File: src/rtl/idel_pkg.sv
// shared types, constants and register codes for the impact detector event log
// no dependencies; imported by the interfaces and every module of the block
`timescale 1ns / 1ps
`default_nettype none

package idel_pkg;

  // fixed field widths
  localparam int unsigned CMD_W     = 2;
  localparam int unsigned ACCEL_W   = 16;
  localparam int unsigned TIME_W    = 32;
  localparam int unsigned KIND_W    = 2;
  localparam int unsigned IDX_W     = 6;
  localparam int unsigned LEVEL_W   = 2;
  localparam int unsigned DELTA_W   = 16;
  localparam int unsigned BASE_W    = 15;
  localparam int unsigned THR_W     = 16;
  localparam int unsigned CFG_IDX_W = 3;
  localparam int unsigned CFG_DAT_W = 32;
  localparam int unsigned SUM_W     = 32;
  localparam int unsigned ROOT_W    = 16;

  // log depth default, legal range 1 to 64
  localparam int unsigned LOG_DEPTH_DEF = 64;

  // register reset values
  localparam logic [BASE_W-1:0] BASELINE_RST = 15'd4096;
  localparam logic [THR_W-1:0]  IMPACT_RST   = 16'd1434;
  localparam logic [THR_W-1:0]  MEDIUM_RST   = 16'd2867;
  localparam logic [THR_W-1:0]  HIGH_RST     = 16'd4915;
  localparam logic [TIME_W-1:0] COOLDOWN_RST = 32'd500;

  // axis select of the shared squarer
  localparam logic [1:0] AXIS_X    = 2'd0;
  localparam logic [1:0] AXIS_Y    = 2'd1;
  localparam logic [1:0] AXIS_LAST = 2'd2;

  typedef enum logic [CMD_W-1:0] {
    CMD_SAMPLE = 2'd0,
    CMD_SYNC   = 2'd1,
    CMD_CLEAR  = 2'd2
  } cmd_e;

  typedef enum logic [KIND_W-1:0] {
    KIND_IMPACT     = 2'd0,
    KIND_RECORD     = 2'd1,
    KIND_EMPTY      = 2'd2,
    KIND_CLEAR_DONE = 2'd3
  } kind_e;

  typedef enum logic [LEVEL_W-1:0] {
    LVL_LOW    = 2'd0,
    LVL_MEDIUM = 2'd1,
    LVL_HIGH   = 2'd2
  } level_e;

  typedef enum logic [CFG_IDX_W-1:0] {
    REG_BASELINE = 3'd0,
    REG_IMPACT   = 3'd1,
    REG_MEDIUM   = 3'd2,
    REG_HIGH     = 3'd3,
    REG_COOLDOWN = 3'd4
  } cfg_reg_e;

  // one stored impact
  typedef struct packed {
    logic [TIME_W-1:0]  ev_time;
    logic [DELTA_W-1:0] delta;
    level_e             level;
  } log_entry_t;

  // one result item
  typedef struct packed {
    kind_e              kind;
    logic [IDX_W-1:0]   entry_index;
    logic [LEVEL_W-1:0] level;
    logic [DELTA_W-1:0] delta;
    logic [TIME_W-1:0]  event_time;
    logic               last;
  } out_item_t;

  // root unit handshake
  typedef struct packed {
    logic busy;
    logic done;
  } sqrt_status_t;

endpackage

`default_nettype wire

File: src/rtl/idel_if.sv
// valid/ready channel interfaces: sample/command input, result output, register writes
// depends on idel_pkg for field widths
`timescale 1ns / 1ps
`default_nettype none

interface idel_in_if;
  logic                                valid;
  logic                                ready;
  logic [idel_pkg::CMD_W-1:0]          command;
  logic signed [idel_pkg::ACCEL_W-1:0] accel_x;
  logic signed [idel_pkg::ACCEL_W-1:0] accel_y;
  logic signed [idel_pkg::ACCEL_W-1:0] accel_z;
  logic [idel_pkg::TIME_W-1:0]         timestamp_ms;

  modport source (output valid, command, accel_x, accel_y, accel_z, timestamp_ms,
                  input ready);
  modport sink (input valid, command, accel_x, accel_y, accel_z, timestamp_ms,
                output ready);
endinterface

interface idel_out_if;
  logic                         valid;
  logic                         ready;
  logic [idel_pkg::KIND_W-1:0]  kind;
  logic [idel_pkg::IDX_W-1:0]   entry_index;
  logic [idel_pkg::LEVEL_W-1:0] level;
  logic [idel_pkg::DELTA_W-1:0] delta;
  logic [idel_pkg::TIME_W-1:0]  event_time;
  logic                         last;

  modport source (output valid, kind, entry_index, level, delta, event_time, last,
                  input ready);
  modport sink (input valid, kind, entry_index, level, delta, event_time, last,
                output ready);
endinterface

interface idel_cfg_if;
  logic                           valid;
  logic                           ready;
  logic [idel_pkg::CFG_IDX_W-1:0] reg_idx;
  logic [idel_pkg::CFG_DAT_W-1:0] wdata;

  modport source (output valid, reg_idx, wdata, input ready);
  modport sink (input valid, reg_idx, wdata, output ready);
endinterface

`default_nettype wire

File: src/rtl/idel_isqrt.sv
// iterative floor square root of a 32-bit value, one root bit per iteration step
// depends on idel_pkg for widths and the status struct
`timescale 1ns / 1ps
`default_nettype none

module idel_isqrt (
  input  logic                         clk_i,
  input  logic                         rst_ni,
  input  logic                         start_i,
  input  logic [idel_pkg::SUM_W-1:0]   radicand_i,
  output idel_pkg::sqrt_status_t       status_o,
  output logic [idel_pkg::ROOT_W-1:0]  root_o
);
  import idel_pkg::*;

  localparam logic [SUM_W-1:0] BIT_TOP = SUM_W'(1) << (SUM_W - 2);

  logic [SUM_W-1:0] rem_q, rem_d;
  logic [SUM_W-1:0] root_q, root_d;
  logic [SUM_W-1:0] bit_q, bit_d;
  logic             busy_q, busy_d;
  logic             done_q, done_d;
  logic [SUM_W-1:0] trial;

  assign trial = root_q + bit_q;

  always_comb begin
    rem_d  = rem_q;
    root_d = root_q;
    bit_d  = bit_q;
    busy_d = busy_q;
    done_d = 1'b0;
    if (start_i) begin
      rem_d  = radicand_i;
      root_d = '0;
      bit_d  = BIT_TOP;
      busy_d = 1'b1;
    end else if (busy_q) begin
      if (rem_q >= trial) begin
        rem_d  = rem_q - trial;
        root_d = (root_q >> 1) + bit_q;
      end else begin
        root_d = root_q >> 1;
      end
      bit_d = bit_q >> 2;
      // final step when the trial bit reaches the lsb
      if (bit_q == SUM_W'(1)) begin
        busy_d = 1'b0;
        done_d = 1'b1;
      end
    end
  end

  always_ff @(posedge clk_i or negedge rst_ni) begin
    if (!rst_ni) begin
      busy_q <= 1'b0;
      done_q <= 1'b0;
    end else begin
      busy_q <= busy_d;
      done_q <= done_d;
    end
  end

  always_ff @(posedge clk_i) begin
    rem_q  <= rem_d;
    root_q <= root_d;
    bit_q  <= bit_d;
  end

  assign status_o.busy = busy_q;
  assign status_o.done = done_q;
  assign root_o        = root_q[ROOT_W-1:0];

  a_start_idle: assert property (@(posedge clk_i) disable iff (!rst_ni)
    start_i |-> !busy_q)
    else $error("root unit started while busy");

  a_root_fits: assert property (@(posedge clk_i) disable iff (!rst_ni)
    done_q |-> (root_q[SUM_W-1:ROOT_W] == '0))
    else $error("square root result exceeds 16 bits");

  a_done_after_busy: assert property (@(posedge clk_i) disable iff (!rst_ni)
    done_q |-> ($past(busy_q) && !busy_q))
    else $error("root done without a finished iteration");

endmodule

`default_nettype wire

File: src/rtl/idel_log_mem.sv
// event log storage: one write port, one read port, registered read data
// depends on idel_pkg for the entry type
`timescale 1ns / 1ps
`default_nettype none

module idel_log_mem #(
  parameter int unsigned DEPTH = idel_pkg::LOG_DEPTH_DEF,
  parameter int unsigned AW    = (DEPTH > 1) ? $clog2(DEPTH) : 1
) (
  input  logic                  clk_i,
  input  logic                  we_i,
  input  logic [AW-1:0]         waddr_i,
  input  idel_pkg::log_entry_t  wdata_i,
  input  logic                  re_i,
  input  logic [AW-1:0]         raddr_i,
  output idel_pkg::log_entry_t  rdata_o
);
  import idel_pkg::*;

  log_entry_t mem [DEPTH];
  log_entry_t rdata_q;

  always_ff @(posedge clk_i) begin
    if (we_i) begin
      mem[waddr_i] <= wdata_i;
    end
  end

  always_ff @(posedge clk_i) begin
    if (re_i) begin
      rdata_q <= mem[raddr_i];
    end
  end

  assign rdata_o = rdata_q;

endmodule

`default_nettype wire

File: src/rtl/impact_detector_event_log_core.sv
// impact detector with event log: top level, command sequencer and registers
// depends on idel_pkg, idel_if, idel_isqrt and idel_log_mem
`timescale 1ns / 1ps
`default_nettype none

// channel | dir | carries                                        | request taken when
// in_i    | in  | command, accel_x/y/z, timestamp_ms              | valid & ready
// out_o   | out | kind, entry_index, level, delta, event_time, last | valid & ready
// cfg_i   | in  | reg_idx, wdata                                  | valid & ready
//
// a sample request runs from its accept through the shared squarer, one axis at a time,
// then the 16-step root unit (start, 16 steps, done), then delta and the qualify check
// with the log write
// a sync request emits its records one at a time, each read from the log read port first
// clear and empty-sync requests finish in the reply state; one request is in work at a time
// reset clears control, count and cooldown time; the log itself is left as is
// a stalled output holds the sequencer at its next result, nothing is dropped

module impact_detector_event_log_core #(
  parameter int unsigned LOG_DEPTH = idel_pkg::LOG_DEPTH_DEF
) (
  input  logic      clk_i,
  input  logic      rst_ni,
  idel_in_if.sink   in_i,
  idel_out_if.source out_o,
  idel_cfg_if.sink  cfg_i
);
  import idel_pkg::*;

  localparam int unsigned AW = (LOG_DEPTH > 1) ? $clog2(LOG_DEPTH) : 1;
  localparam int unsigned CW = $clog2(LOG_DEPTH + 1);

  typedef enum logic [7:0] {
    ST_IDLE     = 8'b0000_0001,
    ST_SQUARE   = 8'b0000_0010,
    ST_ROOT     = 8'b0000_0100,
    ST_DELTA    = 8'b0000_1000,
    ST_DECIDE   = 8'b0001_0000,
    ST_REPLY    = 8'b0010_0000,
    ST_DUMP_RD  = 8'b0100_0000,
    ST_DUMP_OUT = 8'b1000_0000
  } state_e;

  state_e state_q, state_d;

  // configuration registers
  logic [BASE_W-1:0] baseline_q;
  logic [THR_W-1:0]  impact_thr_q;
  logic [THR_W-1:0]  medium_thr_q;
  logic [THR_W-1:0]  high_thr_q;
  logic [TIME_W-1:0] cooldown_q;

  // sample working registers
  logic [ACCEL_W-1:0] abs_x_q, abs_x_d;
  logic [ACCEL_W-1:0] abs_y_q, abs_y_d;
  logic [ACCEL_W-1:0] abs_z_q, abs_z_d;
  logic [TIME_W-1:0]  ts_q, ts_d;
  logic [1:0]         sel_q, sel_d;
  logic [SUM_W-1:0]   acc_q, acc_d;
  logic               sqrt_start_q, sqrt_start_d;
  logic [ROOT_W-1:0]  mag_q, mag_d;
  logic [DELTA_W-1:0] delta_q, delta_d;
  logic [TIME_W-1:0]  elapsed_q, elapsed_d;

  // log bookkeeping
  logic [CW-1:0]      count_q, count_d;
  logic [TIME_W-1:0]  last_time_q, last_time_d;
  logic [CW-1:0]      dump_idx_q, dump_idx_d;
  kind_e              reply_kind_q, reply_kind_d;

  // output register
  logic               out_valid_q, out_valid_d;
  out_item_t          out_q, out_d;
  logic               out_load;
  logic               slot_free;

  logic               in_acc;
  logic [ACCEL_W-1:0] sq_op;
  logic [SUM_W-1:0]   sq_prod;
  logic               full;
  logic               qualify;
  level_e             lvl;
  logic [IDX_W-1:0]   impact_idx;
  logic               dump_last;

  sqrt_status_t       sqrt_st;
  logic [ROOT_W-1:0]  sqrt_root;

  logic               mem_we;
  logic               mem_re;
  log_entry_t         mem_wdata;
  log_entry_t         mem_rdata;

  function automatic logic [ACCEL_W-1:0] abs_val(input logic [ACCEL_W-1:0] v);
    return v[ACCEL_W-1] ? (~v + ACCEL_W'(1)) : v;
  endfunction

  assign in_i.ready  = (state_q == ST_IDLE);
  assign in_acc      = in_i.valid && in_i.ready;
  assign slot_free   = !out_valid_q || out_o.ready;
  assign cfg_i.ready = 1'b1;

  // one squarer shared by the three axes
  always_comb begin
    case (sel_q)
      AXIS_X:  sq_op = abs_x_q;
      AXIS_Y:  sq_op = abs_y_q;
      default: sq_op = abs_z_q;
    endcase
  end
  assign sq_prod = SUM_W'(sq_op) * SUM_W'(sq_op);

  assign full       = (count_q == CW'(LOG_DEPTH));
  assign qualify    = (delta_q >= impact_thr_q) && (elapsed_q >= cooldown_q);
  assign impact_idx = full ? IDX_W'(LOG_DEPTH - 1) : IDX_W'(count_q);
  assign dump_last  = ((dump_idx_q + CW'(1)) == count_q);

  always_comb begin
    if (delta_q >= high_thr_q) begin
      lvl = LVL_HIGH;
    end else if (delta_q >= medium_thr_q) begin
      lvl = LVL_MEDIUM;
    end else begin
      lvl = LVL_LOW;
    end
  end

  assign mem_wdata.ev_time = ts_q;
  assign mem_wdata.delta   = delta_q;
  assign mem_wdata.level   = lvl;

  // sequencer
  always_comb begin
    state_d      = state_q;
    abs_x_d      = abs_x_q;
    abs_y_d      = abs_y_q;
    abs_z_d      = abs_z_q;
    ts_d         = ts_q;
    sel_d        = sel_q;
    acc_d        = acc_q;
    sqrt_start_d = 1'b0;
    mag_d        = mag_q;
    delta_d      = delta_q;
    elapsed_d    = elapsed_q;
    count_d      = count_q;
    last_time_d  = last_time_q;
    dump_idx_d   = dump_idx_q;
    reply_kind_d = reply_kind_q;
    out_d        = out_q;
    out_load     = 1'b0;
    mem_we       = 1'b0;
    mem_re       = 1'b0;

    case (state_q)
      ST_IDLE: begin
        if (in_acc) begin
          case (in_i.command)
            CMD_SAMPLE: begin
              abs_x_d = abs_val(in_i.accel_x);
              abs_y_d = abs_val(in_i.accel_y);
              abs_z_d = abs_val(in_i.accel_z);
              ts_d    = in_i.timestamp_ms;
              sel_d   = AXIS_X;
              acc_d   = '0;
              state_d = ST_SQUARE;
            end
            CMD_SYNC: begin
              if (count_q == '0) begin
                reply_kind_d = KIND_EMPTY;
                state_d      = ST_REPLY;
              end else begin
                dump_idx_d = '0;
                state_d    = ST_DUMP_RD;
              end
            end
            CMD_CLEAR: begin
              reply_kind_d = KIND_CLEAR_DONE;
              state_d      = ST_REPLY;
            end
            default: begin
              // unused command code, dropped without a result
              state_d = ST_IDLE;
            end
          endcase
        end
      end

      ST_SQUARE: begin
        acc_d = acc_q + sq_prod;
        sel_d = sel_q + 2'd1;
        if (sel_q == AXIS_LAST) begin
          sqrt_start_d = 1'b1;
          state_d      = ST_ROOT;
        end
      end

      ST_ROOT: begin
        if (sqrt_st.done) begin
          mag_d   = sqrt_root;
          state_d = ST_DELTA;
        end
      end

      ST_DELTA: begin
        // magnitude may sit on either side of the baseline
        if (mag_q >= ROOT_W'(baseline_q)) begin
          delta_d = mag_q - ROOT_W'(baseline_q);
        end else begin
          delta_d = ROOT_W'(baseline_q) - mag_q;
        end
        elapsed_d = ts_q - last_time_q;
        state_d   = ST_DECIDE;
      end

      ST_DECIDE: begin
        if (!qualify) begin
          state_d = ST_IDLE;
        end else if (slot_free) begin
          // a full log still reports and still restarts the cooldown
          last_time_d = ts_q;
          if (!full) begin
            mem_we  = 1'b1;
            count_d = count_q + CW'(1);
          end
          out_load          = 1'b1;
          out_d.kind        = KIND_IMPACT;
          out_d.entry_index = impact_idx;
          out_d.level       = lvl;
          out_d.delta       = delta_q;
          out_d.event_time  = ts_q;
          out_d.last        = 1'b1;
          state_d           = ST_IDLE;
        end
      end

      ST_REPLY: begin
        if (slot_free) begin
          if (reply_kind_q == KIND_CLEAR_DONE) begin
            // entries stay in memory, only the fill count drops
            count_d = '0;
          end
          out_load          = 1'b1;
          out_d.kind        = reply_kind_q;
          out_d.entry_index = '0;
          out_d.level       = '0;
          out_d.delta       = '0;
          out_d.event_time  = '0;
          out_d.last        = 1'b1;
          state_d           = ST_IDLE;
        end
      end

      ST_DUMP_RD: begin
        mem_re  = 1'b1;
        state_d = ST_DUMP_OUT;
      end

      ST_DUMP_OUT: begin
        if (slot_free) begin
          out_load          = 1'b1;
          out_d.kind        = KIND_RECORD;
          out_d.entry_index = IDX_W'(dump_idx_q);
          out_d.level       = mem_rdata.level;
          out_d.delta       = mem_rdata.delta;
          out_d.event_time  = mem_rdata.ev_time;
          out_d.last        = dump_last;
          if (dump_last) begin
            state_d = ST_IDLE;
          end else begin
            dump_idx_d = dump_idx_q + CW'(1);
            state_d    = ST_DUMP_RD;
          end
        end
      end

      default: begin
        state_d = ST_IDLE;
      end
    endcase
  end

  always_comb begin
    if (out_load) begin
      out_valid_d = 1'b1;
    end else if (out_o.ready) begin
      out_valid_d = 1'b0;
    end else begin
      out_valid_d = out_valid_q;
    end
  end

  // control state
  always_ff @(posedge clk_i or negedge rst_ni) begin
    if (!rst_ni) begin
      state_q      <= ST_IDLE;
      count_q      <= '0;
      last_time_q  <= '0;
      out_valid_q  <= 1'b0;
      sqrt_start_q <= 1'b0;
    end else begin
      state_q      <= state_d;
      count_q      <= count_d;
      last_time_q  <= last_time_d;
      out_valid_q  <= out_valid_d;
      sqrt_start_q <= sqrt_start_d;
    end
  end

  // payload and working registers
  always_ff @(posedge clk_i) begin
    abs_x_q      <= abs_x_d;
    abs_y_q      <= abs_y_d;
    abs_z_q      <= abs_z_d;
    ts_q         <= ts_d;
    sel_q        <= sel_d;
    acc_q        <= acc_d;
    mag_q        <= mag_d;
    delta_q      <= delta_d;
    elapsed_q    <= elapsed_d;
    dump_idx_q   <= dump_idx_d;
    reply_kind_q <= reply_kind_d;
    out_q        <= out_d;
  end

  // register writes, indexes beyond the list are ignored
  always_ff @(posedge clk_i or negedge rst_ni) begin
    if (!rst_ni) begin
      baseline_q   <= BASELINE_RST;
      impact_thr_q <= IMPACT_RST;
      medium_thr_q <= MEDIUM_RST;
      high_thr_q   <= HIGH_RST;
      cooldown_q   <= COOLDOWN_RST;
    end else if (cfg_i.valid && cfg_i.ready) begin
      case (cfg_i.reg_idx)
        REG_BASELINE: baseline_q   <= cfg_i.wdata[BASE_W-1:0];
        REG_IMPACT:   impact_thr_q <= cfg_i.wdata[THR_W-1:0];
        REG_MEDIUM:   medium_thr_q <= cfg_i.wdata[THR_W-1:0];
        REG_HIGH:     high_thr_q   <= cfg_i.wdata[THR_W-1:0];
        REG_COOLDOWN: cooldown_q   <= cfg_i.wdata[TIME_W-1:0];
        default: begin
        end
      endcase
    end
  end

  assign out_o.valid       = out_valid_q;
  assign out_o.kind        = out_q.kind;
  assign out_o.entry_index = out_q.entry_index;
  assign out_o.level       = out_q.level;
  assign out_o.delta       = out_q.delta;
  assign out_o.event_time  = out_q.event_time;
  assign out_o.last        = out_q.last;

  idel_isqrt u_isqrt (
    .clk_i      (clk_i),
    .rst_ni     (rst_ni),
    .start_i    (sqrt_start_q),
    .radicand_i (acc_q),
    .status_o   (sqrt_st),
    .root_o     (sqrt_root)
  );

  // write and read never overlap: the sequencer handles one request at a time
  idel_log_mem #(
    .DEPTH (LOG_DEPTH),
    .AW    (AW)
  ) u_log_mem (
    .clk_i   (clk_i),
    .we_i    (mem_we),
    .waddr_i (count_q[AW-1:0]),
    .wdata_i (mem_wdata),
    .re_i    (mem_re),
    .raddr_i (dump_idx_q[AW-1:0]),
    .rdata_o (mem_rdata)
  );

  a_count_bound: assert property (@(posedge clk_i) disable iff (!rst_ni)
    count_q <= CW'(LOG_DEPTH))
    else $error("log fill count beyond depth");

  a_write_room: assert property (@(posedge clk_i) disable iff (!rst_ni)
    mem_we |-> (!full && !mem_re))
    else $error("log write while full or during a read");

  a_root_in_root_state: assert property (@(posedge clk_i) disable iff (!rst_ni)
    sqrt_st.done |-> (state_q == ST_ROOT))
    else $error("root result arrived outside the root wait");

  a_dump_ends_idle: assert property (@(posedge clk_i) disable iff (!rst_ni)
    (state_q == ST_DUMP_OUT && out_load && dump_last) |=> (state_q == ST_IDLE))
    else $error("sync dump did not return to idle after its last record");

  a_dump_in_range: assert property (@(posedge clk_i) disable iff (!rst_ni)
    (state_q == ST_DUMP_RD) |-> (dump_idx_q < count_q))
    else $error("sync dump read past the fill count");

endmodule

`default_nettype wire
File: src/flat_wrapper.sv
// flat-port wrapper written by rule: the top's interface ports become plain ports
module impact_detector_event_log_core_flat import idel_pkg::*;
#(
  parameter int unsigned LOG_DEPTH = idel_pkg::LOG_DEPTH_DEF
)
  (clk_i, rst_ni, in_i_valid, in_i_command, in_i_accel_x, in_i_accel_y, in_i_accel_z, in_i_timestamp_ms, in_i_ready, out_o_valid, out_o_kind, out_o_entry_index, out_o_level, out_o_delta, out_o_event_time, out_o_last, out_o_ready, cfg_i_valid, cfg_i_reg_idx, cfg_i_wdata, cfg_i_ready);
  idel_in_if in_i_i ();
  idel_out_if out_o_i ();
  idel_cfg_if cfg_i_i ();
  input  logic clk_i;
  input  logic rst_ni;
  input wire logic [$bits(in_i_i.valid)-1:0] in_i_valid;
  input wire logic [$bits(in_i_i.command)-1:0] in_i_command;
  input wire logic [$bits(in_i_i.accel_x)-1:0] in_i_accel_x;
  input wire logic [$bits(in_i_i.accel_y)-1:0] in_i_accel_y;
  input wire logic [$bits(in_i_i.accel_z)-1:0] in_i_accel_z;
  input wire logic [$bits(in_i_i.timestamp_ms)-1:0] in_i_timestamp_ms;
  output wire logic [$bits(in_i_i.ready)-1:0] in_i_ready;
  output wire logic [$bits(out_o_i.valid)-1:0] out_o_valid;
  output wire logic [$bits(out_o_i.kind)-1:0] out_o_kind;
  output wire logic [$bits(out_o_i.entry_index)-1:0] out_o_entry_index;
  output wire logic [$bits(out_o_i.level)-1:0] out_o_level;
  output wire logic [$bits(out_o_i.delta)-1:0] out_o_delta;
  output wire logic [$bits(out_o_i.event_time)-1:0] out_o_event_time;
  output wire logic [$bits(out_o_i.last)-1:0] out_o_last;
  input wire logic [$bits(out_o_i.ready)-1:0] out_o_ready;
  input wire logic [$bits(cfg_i_i.valid)-1:0] cfg_i_valid;
  input wire logic [$bits(cfg_i_i.reg_idx)-1:0] cfg_i_reg_idx;
  input wire logic [$bits(cfg_i_i.wdata)-1:0] cfg_i_wdata;
  output wire logic [$bits(cfg_i_i.ready)-1:0] cfg_i_ready;
  assign in_i_i.valid = in_i_valid;
  assign in_i_i.command = in_i_command;
  assign in_i_i.accel_x = in_i_accel_x;
  assign in_i_i.accel_y = in_i_accel_y;
  assign in_i_i.accel_z = in_i_accel_z;
  assign in_i_i.timestamp_ms = in_i_timestamp_ms;
  assign in_i_ready = in_i_i.ready;
  assign out_o_valid = out_o_i.valid;
  assign out_o_kind = out_o_i.kind;
  assign out_o_entry_index = out_o_i.entry_index;
  assign out_o_level = out_o_i.level;
  assign out_o_delta = out_o_i.delta;
  assign out_o_event_time = out_o_i.event_time;
  assign out_o_last = out_o_i.last;
  assign out_o_i.ready = out_o_ready;
  assign cfg_i_i.valid = cfg_i_valid;
  assign cfg_i_i.reg_idx = cfg_i_reg_idx;
  assign cfg_i_i.wdata = cfg_i_wdata;
  assign cfg_i_ready = cfg_i_i.ready;
  impact_detector_event_log_core #(.LOG_DEPTH(LOG_DEPTH)) u_core (.clk_i(clk_i), .rst_ni(rst_ni), .in_i(in_i_i), .out_o(out_o_i), .cfg_i(cfg_i_i));
endmodule
File: config.mk
export PLATFORM = sky130hd
export DESIGN_NAME = impact_detector_event_log_core_flat
export DESIGN_NICKNAME = d
export VERILOG_FILES = /design/src/rtl/idel_pkg.sv /design/src/rtl/idel_if.sv /design/src/rtl/idel_isqrt.sv /design/src/rtl/idel_log_mem.sv /design/src/rtl/impact_detector_event_log_core.sv /design/src/flat_wrapper.sv
export SDC_FILE = /design/constraint.sdc
export NUM_CORES = 2
export LEC_CHECK = 0
export ABC_AREA = 1
export BUFFER_PORTS_ARGS = -buffer_cell sky130_fd_sc_hd__buf_2
export CORE_AREA = 2 2 643 645
export CTS_BUF_LIST = sky130_fd_sc_hd__clkbuf_8
export DETAILED_ROUTE_END_ITERATION = 16
export DIE_AREA = 0 0 645 647
export GPL_TIMING_DRIVEN = 0
export PLACE_DENSITY_LB_ADDON = 0.05
export SETUP_SLACK_MARGIN = 0.1
export SLEW_MARGIN = 40
export SYNTH_ARGS = -nofsm -noshare
export SYNTH_HDL_FRONTEND = slang
export SYNTH_SLANG_ARGS = --single-unit
File: constraint.sdc
create_clock -name clk_i -period 19.6 [get_ports clk_i]
set_input_delay 0.98 -clock clk_i [delete_from_list [all_inputs] [get_ports clk_i]]
set_output_delay 0.98 -clock clk_i [all_outputs]
set_load 0.01 [all_outputs]
# Word level (Yosys, flattened, before mapping)

Memories as Yosys holds them, arrays and structs flattened. A register that Yosys moved wholly into a read port is not among the register bits.
Index checks and enable logic that the tools add are counted.

Register bits after elaboration: 472
Latch bits: 0
Bits in writable memories: 3200
Bits in read-only memories: 0
Output and inout bits: 62
Word-level logic and storage cells: 192
Memories kept: 1

Memories:

| name                 | words | bits a word | read ports | clocked after memory_dff | write ports | line               | source |
|---|---|---|---|---|---|---|---|
| u_core.u_log_mem.mem | 64    | 50          | 1          | 1                        | 1           | idel_log_mem.sv:20 | `log_entry_t mem [DEPTH];` |

Add/subtract/negate cells: 13
Multiply operators: 1
Divide/modulo/power cells: 0
Magnitude comparators: 6
Equal/unequal tests: 34
Shift operators: 0
Mux-type cells: 67
Bitwise logic cells: 3
Reduce and logical (&&, ||, !) cells: 32

Operator list:

| operator                | count |
|---|---|
| $mux W59                | 4 |
| $mux W32                | 6 |
| $pmux W59 S3            | 1 |
| $mux W7                 | 12 |
| $ge A32 B32 Y1          | 2 |
| $pmux W32 S2            | 1 |
| $pmux W8 S8             | 1 |
| $sub A32 B32 Y32        | 2 |
| $add A16 B1 Y16 const B | 3 |
| $ge A16 B16 Y1          | 3 |
| $mux W8                 | 6 |
| $not A16 Y16            | 3 |
| $mux W15                | 3 |
| $add A31 B31 Y32        | 1 |
| $add A32 B31 Y32        | 1 |
| $add A32 B32 Y32        | 1 |
| $mul A16 B16 Y32        | 1 |
| $pmux W16 S2            | 1 |
| $pmux W7 S2             | 2 |
| $pmux W8 S3             | 1 |
| $mux W1                 | 20 |
| $eq A16 B1 Y1 const B   | 1 |
| $ge A16 B15 Y1          | 1 |
| $mux W16                | 1 |
| other kinds (39)        | 78 |

# Longest topological paths before layout

Depth after elaboration: 7
Mapped depth: 34

# Hierarchy

Synthesis repeated with hierarchy kept, for this count alone.

Cells, all modules: 15354
Area, all modules: 168097.5 µm²

By module, submodules not included:

| module                         | times used | cells each | area each (µm²) | sequential area each (µm²) |
|---|---|---|---|---|
| idel_log_mem                   | 1          | 10547      | 129855.8        | 97593.6 |
| impact_detector_event_log_core | 1          | 3319       | 29355.7         | 10995.5 |
| idel_isqrt                     | 1          | 1488       | 8886.0          | 1971.9 |

# Worst setup path before layout

OpenSTA, ideal clock, no wires.

Kind: reg-to-reg
Start: register u_core.sel_q[0]
End: register u_core.acc_q[27], data pin
Arrival time: 6.313 ns
Required time: 19.347 ns
Path slack: 13.034 ns
Stages on the path, launching flop included: 33
Buffers on the path: 3
Clock period less this slack: 6.566 ns
Cell sequence: edfxtp_1 > inv_1 > ha_1 > clkbuf_1 > nor2_1 > buf_2 > a21oi_1 > inv_1 > clkbuf_1 > nand2_1 > fa_1 > inv_1 > fa_1 > inv_1 > fa_1 > inv_1 > fa_1 > fa_1 > inv_1 > fa_1 > inv_1 > ha_1 > nand2_1 > nor2_1 > inv_1 > nor3_1 > nand3_1 > nand3_1 > nand3_1 > nand2_1 > nand2_1 > nand2_1 > nor2_1

Word-level cells in the longest chain between the ends: 5
Elaborated cells between the ends (all ways): 6
Classes of those cells: add/sub: 1; mul: 1; eq/ne: 1; mux: 2; reduce/logical: 1

Ends and longest elaborated chain:

| item                                             | line                                  | source |
|---|---|---|
| start: declaration                               | impact_detector_event_log_core.sv:58  | `logic [1:0] sel_q, sel_d;` |
| start signal: assignment                         | impact_detector_event_log_core.sv:315 | `sel_q <= sel_d;` |
| $eq A2 B1 Y1 or $logic_not A2 Y1 (tied branches) | impact_detector_event_log_core.sv:105 | `case (sel_q)` |
| $pmux W16 S2 *                                   | impact_detector_event_log_core.sv:105 |  |
| $mul A16 B16 Y32 *                               | impact_detector_event_log_core.sv:111 | `assign sq_prod = SUM_W'(sq_op) * SUM_W'(sq_op);` |
| $add A32 B32 Y32 *                               | impact_detector_event_log_core.sv:189 | `acc_d = acc_q + sq_prod;` |
| $pmux W32 S2 *                                   | impact_detector_event_log_core.sv:154 | `case (state_q)` |
| end signal: assignment                           | impact_detector_event_log_core.sv:316 | `acc_q <= acc_d;` |
| end: declaration                                 | impact_detector_event_log_core.sv:59  | `logic [SUM_W-1:0] acc_q, acc_d;` |

Every way passes the cells marked *; elsewhere a longest branch is shown, timed or not.
A chain may end at the register's enable or synchronous reset.

# Final worst setup path

Start: register u_core.sel_q[0]
End: register u_core.acc_q[23], data pin

The elaborated chain is that of the path after synthesis.

==> summary.md <==
| Metric | Value |
|---|---|
| FFs w/ async S/R, synth | `0.0392` |
| Switch share | `0.445` |
| Area delta synth->final | `20.8%` |
| Register area share after synthesis | `0.676` |
| GP Congestion | `approximately 1` |
| VDD IR max | `0.000544 V` |
| CTS Buf Count | `approximately 650` |
| Post-Syn Nets | `14700` |
| Antenna-violating nets left | `0` |
| Reg2reg path depth | `28` |
| Initial DRC Count | `around 22000` |
| Reg-to-Reg Start | `u_core.sel_q[0]` |
| Die Y-Extent | `647 um` |
| Overflow after GRT | `0` |
| Hold depth | `2` |
| Dominant cell type by count on the critical path | `inv_1` |
| Mean post-synth cell area | `between 10 and 15 um^2` |
| CTS H-tree depth | `6` |
| First-pass iteration count of the detailed router | `8` |
| PortBufs | `between 150 and 200` |
| Total core area | `slightly above 400000 um^2` |
| CP startpoint | `u_core.sel_q[0]` |
| Gate count after technology mapping | `14000` |
| Setup crit end kind | `flip-flop` |
| Clock root buffer | `clkbuf_8` |
| Initial Util | `0.398` |
| Die width | `around 650 um` |
| RSZ-0062 raised after global routing | `no` |
| CTS Sinks | `3721` |
| Largest cells by area after synthesis | `edfxtp_1 65%, o21ai_0 6.9%, nor2_1 5.4%` |
| Setup Buffers After CTS | `0` |
| Largest net degree at the start of global routing | `61` |
| Initial antenna violation count | `96` |
| Flip-flop count of the largest register after layout | `3200` |
| Final Power | `about 30 mW` |
| Clk buf depth | `4` |
| Outcome | `finished clean` |
| Minimum clock period | `between 9000 and 10000 ps` |
| Max-slew violations | `0` |
| Crit path max fanout | `10` |
| Synth Register Bits | `about 3700` |
| Slowest-stage cell, CP | `a21oi_1` |
| First-pass GRT wire length | `1040000 um` |
| FP Rows | `236` |
| Arrival time worst endpoint | `~10000 ps` |
| Final setup violation count | `0` |
| Relative slew slack | `0.332` |
| Crit Path Class | `flip-flop to flip-flop` |
| Detailed placement HPWL | `between 600000 and 700000 um` |
| Slew @ Worst Pin | `1000 ps` |
| Setup_tns | `0 ps` |
| Combinational Power Share | `0.468` |
| Critical Path RT | `20600 ps` |
| Hold WC Path Type | `input pin to flip-flop` |
| Most used DFF post-synth | `edfxtp_1` |
| Most flops, register | `u_core.u_log_mem.mem` |
| Unique masters post-synth | `roughly 60` |
| Critical Path Max Stage Delay | `just over 700 ps` |
| Number of I/O pins | `184` |
| Wirelength per Cell | `approximately 36 um` |
| Fin crit share | `0.467` |
| Post-synth EDFFs | `~3500` |
| Synthesized area | `between 150000 and 200000 um^2` |
| Final nets | `around 16000` |
| Max-cap viol count | `0` |
| Fin. Hold Viols | `0` |
| P_sw | `13.3 mW` |
| Worst-skew pair later-pin latency | `1330 ps` |
| Vias in the first global route | `between 100k and 150k` |
| Power Internal | `16.6 mW` |
| GRT Overall Usage | `0.366` |
| Vias post-DR | `roughly 130k` |
| Yosys warns | `0` |
| Share of cells above drive strength 1 | `0.134` |
| CP startpoint kind | `flip-flop` |
| Post-synth top area share | `0.647` |
| Final wirelength | `approximately 780000 um` |
| Fmax | `109 MHz` |
| Crit path to | `u_core.acc_q[23]` |
| Power Density | `approximately 150 nW/um^2` |
| DR DRC count | `0` |
| Yosys top cell by area | `edfxtp_1` |
| Clock-pin transition on the worst setup and hold timing paths | `~70 ps` |
| Clk pwr share | `0.223` |
| Final Core Density | `0.481` |
| RR Endpoint | `u_core.acc_q[23]` |
| Sequential Power Share | `0.309` |
| Die footprint | `~420000 um^2` |
| TritonCTS clock tree | `built` |
| Setup Skew | `a little under 100 ps` |
| Via density | `6.04` |
| Leak | `71.4 nW` |
| Internal reg-to-reg setup slack | `10450 ps` |
==> cells in the mapped netlist, types with 26 or more instances <==
cell      instances
edfxtp_1       3527
nor2_1         2365
o21ai_0        2241
nand2_1        1331
o22ai_1         950
inv_1           900
clkbuf_1        592
ha_1            317
a21oi_1         308
nand3_1         206
fa_1            195
o21ai_1         167
buf_2           140
dfrtp_1         118
xor2_1           95
nor3_1           58
xnor2_1          57
nand4_1          55
dfxtp_1          48
buf_4            33
dfstp_2          28
a21o_1           26
==> how the worst min path moves through the flow <==
stage                        startpoint                       to  slack (ps)
2_1_floorplan  u_core.u_isqrt.root_q[6]          u_core.mag_q[6]         430
3_3_place_gp    u_core.medium_thr_q[10]  u_core.medium_thr_q[10]         470
3_5_place_dp    u_core.medium_thr_q[10]  u_core.medium_thr_q[10]         470
4_1_cts                in_i_accel_x[12]       u_core.abs_x_q[12]           5
5_1_grt                in_i_accel_z[12]       u_core.abs_z_q[12]          40
6_report               in_i_accel_z[12]       u_core.abs_z_q[12]          70
==> critical path, delay by kind of cell (launching register included) <==
family,cells,cell delay [ps]
adders and majority gates,8,3690
and+or+nand+nor,8,1120
xor gates and xnor gates,1,220
DFF,1,420
AOI/OAI and AO/OA,2,1430
buffers and inverters,9,2000
==> per-stage QoR <==
step                      hold slack [ps]  setup slack (ps)  instances  area (um^2)
after global routing                 40.3             10070      21600       198000
after floorplan                       429             13030      14000       164000
final                                74.8             10450      21600       198000
after global placement                468              5280      19700       171000
after CTS                            5.45             10400      21600       197000
after detailed placement              473             10420      20400       185000
==> routing by layer <==
layer	GRT usage	routed length (um)	vias up
met5	0	499	-
met4	0.172	43900	34
met3	0.106	103000	1600
met2	0.526	325000	9358
met1	0.511	311000	66100
li1	-	-	53600
==> power by group through the flow <==
| stage | clock, mW | combinational [mW] | sequential, mW |
|---|---|---|---|
| after floorplan | 0 | 8.80 | 9.38 |
| after global placement | 0 | 13.3 | 9.60 |
| after detailed placement | 0 | 13.6 | 9.41 |
| after CTS | 6.71 | 13.7 | 9.25 |
| after global routing | 7.04 | 15.6 | 9.27 |
| final | 6.68 | 14.0 | 9.25 |
==> layout make-up <==
cell class	instances	area [um^2]
timing repair buffer	975	14600
multi-input combinational	8592	47000
sequential	3721	111000
buffer	800	3540
inverter	912	3430
tap	5474	6850
fill	37300	213000
antenna	28	70.1
clock inverter	477	2460
clock buffer	660	9080
==> placed cells by master, fill, tap and decap left out, types with 18 or more instances in the layout <==
master	count
fa_1	195
o21ai_1	182
clkbuf_1	498
nor2_4	67
buf_8	229
o22ai_1	921
clkbuf_2	89
inv_1	1099
o21bai_1	23
dfrtp_1	118
dfstp_2	28
nand2_1	1330
clkinv_1	164
a21oi_1	307
buf_6	245
buf_16	239
nand3_1	199
buf_2	327
o21ai_0	2220
nor2_1	2297
buf_4	38
xnor2_1	57
ha_1	317
clkinv_2	57
edfxtp_1	3527
a31oi_1	19
a21o_1	26
xor2_1	95
clkbuf_8	660
a22o_1	21
o211ai_1	18
nand4_1	55
nor3_1	58
nand3b_1	22
diode_2	28
dlygate4sd3_1	73
o22ai_2	29
dfxtp_1	48
==> cells by family (layout without fill, tap and decap cells) <==
logic type / Yosys count / count (layout) / synth area share
compound gates: 3822 / 3822 / 0.127
xor+xnor: 152 / 152 / 0.00814
fa+ha+maj: 512 / 512 / 0.0481
buf+inv: 1712 / 3824 / 0.0417
flops: 3721 / 3721 / 0.676
mux: 10 / 10 / 0.000620
other cells: 1 / 29 / 0.0000229
simple gates: 4095 / 4095 / 0.0988
==> timing repair <==
action                                 4_1_cts  5_1_grt
gates resized for setup                      0        0
endpoints found under the hold margin      205        0
hold buffers                                73        0
(Power assumes the default switching activity.)
